**src/rtl/hdm_divider.sv**
```systemverilog
`default_nettype none
// ----------------------------------------------------------------------------
// hdm_divider: serial unsigned divider
// Restoring division, one quotient bit per cycle; computes the mean index
// from the index sum and the match count.
// ----------------------------------------------------------------------------
module hdm_divider #(
   parameter int  SUM_W = 24,
   parameter int  CNT_W = 13,
   localparam int STEP_W = $clog2(SUM_W + 1)
) (
   input  wire logic             clock,
   input  wire logic             reset,
   input  wire logic             start,
   input  wire logic [SUM_W-1:0] dividend,
   input  wire logic [CNT_W-1:0] divisor,
   output      logic             done,
   output      logic [SUM_W-1:0] quotient
);

   logic              busy_ff,  busy_in;
   logic              done_ff,  done_in;
   logic [STEP_W-1:0] step_ff,  step_in;
   logic [CNT_W-1:0]  rem_ff,   rem_in;
   logic [SUM_W-1:0]  quo_ff,   quo_in;
   logic [CNT_W-1:0]  dvs_ff,   dvs_in;

   logic [CNT_W:0] shifted;
   logic [CNT_W:0] trial;
   logic           fits;

   // one restoring step: dividend bits enter from the top of quo_ff
   always_comb begin
      shifted = {rem_ff, quo_ff[SUM_W-1]};
      trial   = shifted - {1'b0, dvs_ff};
      fits    = shifted >= {1'b0, dvs_ff};

      busy_in = busy_ff;
      done_in = 1'b0;
      step_in = step_ff;
      rem_in  = rem_ff;
      quo_in  = quo_ff;
      dvs_in  = dvs_ff;

      if (start) begin
         busy_in = 1'b1;
         step_in = '0;
         rem_in  = '0;
         quo_in  = dividend;
         dvs_in  = divisor;
      end else if (busy_ff) begin
         rem_in  = fits ? trial[CNT_W-1:0] : shifted[CNT_W-1:0];
         quo_in  = {quo_ff[SUM_W-2:0], fits};
         step_in = step_ff + STEP_W'(1);
         if (step_ff == STEP_W'(SUM_W - 1)) begin
            busy_in = 1'b0;
            done_in = 1'b1;
         end
      end
   end

   always_ff @(posedge clock) begin
      if (reset) begin
         busy_ff <= 1'b0;
         done_ff <= 1'b0;
      end else begin
         busy_ff <= busy_in;
         done_ff <= done_in;
      end
      step_ff <= step_in;
      rem_ff  <= rem_in;
      quo_ff  <= quo_in;
      dvs_ff  <= dvs_in;
   end

   assign done     = done_ff;
   assign quotient = quo_ff;

endmodule
`default_nettype wire

```
**config.mk**
```make
export PLATFORM = sky130hd
export DESIGN_NAME = hdm_divider
export DESIGN_NICKNAME = d
export VERILOG_FILES = /design/src/rtl/hdm_divider.sv
export SDC_FILE = /design/constraint.sdc
export NUM_CORES = 1
export LEC_CHECK = 0
export BUFFER_PORTS_ARGS = -buffer_cell sky130_fd_sc_hd__buf_2
export CAP_MARGIN = 15
export CORE_MARGIN = 3
export CORE_UTILIZATION = 51
export CTS_BUF_LIST = sky130_fd_sc_hd__clkbuf_4 sky130_fd_sc_hd__clkbuf_8
export DETAILED_ROUTE_END_ITERATION = 7
export PLACE_DENSITY = 0.79
export SYNTH_ARGS = -nofsm -noshare
export SYNTH_HDL_FRONTEND = slang
export SYNTH_SLANG_ARGS = --single-unit
export TNS_END_PERCENT = 1
```
**constraint.sdc**
```tcl
create_clock -name clock -period 2.35 [get_ports clock]
set_clock_uncertainty 0.1 [all_clocks]
set_input_delay 0.235 -clock clock [delete_from_list [all_inputs] [get_ports clock]]
set_output_delay 0.235 -clock clock [all_outputs]
set_load 0.005 [all_outputs]
```
==> results.txt <==
CTS tree: done
Reg area: 1510 um2
DP HPWL: 4570 um
Max Freq: 0.429 GHz
Sequential cell area fraction in the yosys report: 51.1%
Ys async rst share: 0%
Syn Std Cell Area: 2960 um2
Core area: 5570 um2
First-pass GRT wire length: 10600 um
Post-route minimum period: 2330 ps
Leak Pwr: 1.68 nW
CTS Sinks: 57
Clock buffer depth: 2
RSZ-0062 raised after global routing: true
Overall Global Routing Usage: 21.1%
Critical R2R Launch: quotient[23]
Syn Inst Count: 252
Synth top area share: 37.6%
Via density: 5.36
Post-synth top flop: edfxtp_1
Largest net degree at the start of global routing: 44
CP cell instances: inv_2 > ha_4 > inv_2 > fa_2 > a21oi_2 > o22ai_2 > a31oi_2 > o31ai_4 > buf_6 > mux2_2
RR Endpoint: quotient[0]
Die height: 82.1 um
Maximum VDD drop: 0.000487 V
Final setup viols: 0
Worst hold endpoint: quotient[0]
Clk_lat worst skew: 330 ps
CP Class: reg -> reg
WL final: 6650 um
Fin. Hold Viols: 0
Tot Pwr: 0.00251 W
CTS root buffer: clkbuf_8
Gpl congestion: 0.910
Slew HR: 50.8%
Crit end category: flip-flop
Hold Path Depth: 2
Main combinational cell family by area after synthesis: compound AO/OA/AOI/OAI gates
Post-synthesis mux area share: 12.2%
Simple-gate share of the synthesized area: 8.51%
Filler cells: 397
Layout area overhead: 33.6%
Slowest stage delay, CP: 390 ps
Ant diodes: 0
Synthesized Nets: 307
Pwr Density: 635 nW/um2
Status: complete, no violations
Vias in the first global route: 2324
Syn avg cell area: 11.7 um2
Die X: 82.1 um
Hold Startpoint: dividend[0]
Total grt overflow: 0
Worst-case reg-to-reg path depth: 10
Internal reg-to-reg setup slack: 20 ps
CP max FO: 5
CP Launch Type: flip-flop
Post-Synth Adder-Cell Area: 6.60%
Core Util, Final: 70.9%
Slew Viols, Final: 0
Clk pin slew, worst setup/hold paths: 70 ps
CP max-delay cell: edfxtp_1
Arrival @ worst endpoint: 2320 ps
Number of synthesized flops with an enable pin: 37
Pre-antenna DRT Iters: 4
Starting Density: 53.0%
Hold Crit Class: in -> reg
I/O pins: 65
Post-synthesis compound-gate area fraction: 13.6%
H-tree depth: 3
Port bufs: 64
Antenna violations before repair: 0
DIE AREA: 6750 um2
Synth warn: 0
Worst-Margin Slew: 736 ps
Cts bufs inserted: 9
# nets final: 417
Worst EP required: 2340 ps
Avg WL per Cell: 15.1 um
Cell mode on critical path: inv_2
Final period utilization: 99.2%
Dominant cells by area after synthesis: edfxtp_1 38%, dfxtp_1 14%, mux2_2 9.1%
Synth area leader: edfxtp_1
Rows: 27
Initial DRC Count: 145
Final ANT Viol Nets: 0
Netlist cell types: 50
Vias: 2352
Multi-input gate area: 1380 um2
FF+latch count, synth: 57
Ratio of cells with drive above 1 in the final layout: 42.2%
Max-cap viol count: 0
Post-synthesis xor/xnor area fraction: 3.85%
Drt drc: 0
repair_timing:
action,CTS,global route
gates resized for setup,4,15
setup endpoints to repair,14,13
gates cloned,0,1
hold buffers,14,0
pin swaps,5,14
hold endpoints to repair,15,0
setup buffers,5,1
critical path, delay by kind of cell, from the launching register on:
kind	cells	cell delay, ps
AO/OA/AOI/OAI	4	560
adder cells (fa/ha/maj)	2	500
flip-flops	1	390
buffers and inverters	3	280
multiplexers	1	250
layer usage:
layer	GRT usage, %	share of wire [%]	vias to the layer above
li1	-	-	1148
met1	26.4	46	1117
met2	33.4	46	72
met3	6.94	6.4	15
met4	9.47	1.9	0
met5	0	0	-
Yosys cell counts, types with 2 or more instances:
master / count
a21o_1: 4
a211o_1: 2
a211oi_1: 4
clkbuf_1: 3
a21oi_1: 13
mux2_2: 24
edfxtp_1: 37
nand4_1: 3
ha_1: 14
mux2i_1: 9
o211ai_1: 3
buf_1: 4
nand2b_1: 4
o21ai_0: 4
nor3_1: 2
nand3_1: 5
nor2_1: 15
o31a_1: 3
nand2_1: 17
dfxtp_1: 20
xor2_1: 8
inv_1: 18
xnor2_1: 5
o21ai_1: 4
nand3b_1: 2
metrics by stage:
stage	worst slack, ps	cells	instance area (um2)	TNS (ps)	hold WS (ps)
3_3_place_gp	-82.9	402	3520	-792	312
6_report	18.0	439	3950	0	97.9
5_1_grt	-97.9	439	3950	-793	83.3
3_5_place_dp	-220	402	3520	-2380	313
2_1_floorplan	7.36	252	2960	0	207
4_1_cts	-17.2	437	3890	-26.7	78.3
layout make-up:
class	count	area share [%]
flip-flops and latches	57	38.3
clock inverters	6	0.887
multi-input cells	166	35.0
clock buffers	10	3.32
inverters	18	1.71
well taps	72	2.28
repair buffers	110	18.6
kinds of logic after synthesis:
family,count (synthesis)
AND/OR/NAND/NOR,53
adder cells (fa/ha/maj),15
XOR/XNOR,13
flip-flops,57
AO/OA/AOI/OAI,52
buffers and inverters,29
multiplexers,33
worst max path at each step:
stage / from / to / cells after the start / slack (ps)
after floorplan: quotient[23] / quotient[0] / 10 / 7
after global placement: quotient[23] / rem_ff[8] / 10 / -80
after detailed placement: quotient[23] / rem_ff[6] / 10 / -220
after CTS: quotient[23] / quotient[0] / 10 / -20
after global routing: quotient[23] / rem_ff[3] / 12 / -100
final: quotient[23] / quotient[0] / 10 / 20
flip-flops by register name, summed over array words and instances, names as in the netlist:
signal	cells
rem_ff	13
quotient	24
dvs_ff	13
done	1
step_ff	5
busy_ff	1
cells in the final DEF (no fill, tap or decap), drive strengths merged, types with 9 or more instances in the layout:
cell         Yosys  final
a21oi           13     13
buf              7     96
clkbuf           4     10
dfxtp           20     20
dlygate4sd3      0     14
edfxtp          37     37
ha              14     14
inv             18     18
mux2            24     24
mux2i            9      9
nand2           17     17
nor2            15     15
report_power, final:
part           internal (W)  switching (W)
clock network      0.000384       0.000392
logic              0.000277       0.000251
registers           0.00116      0.0000443
Power figures use the tool's default switching activity.
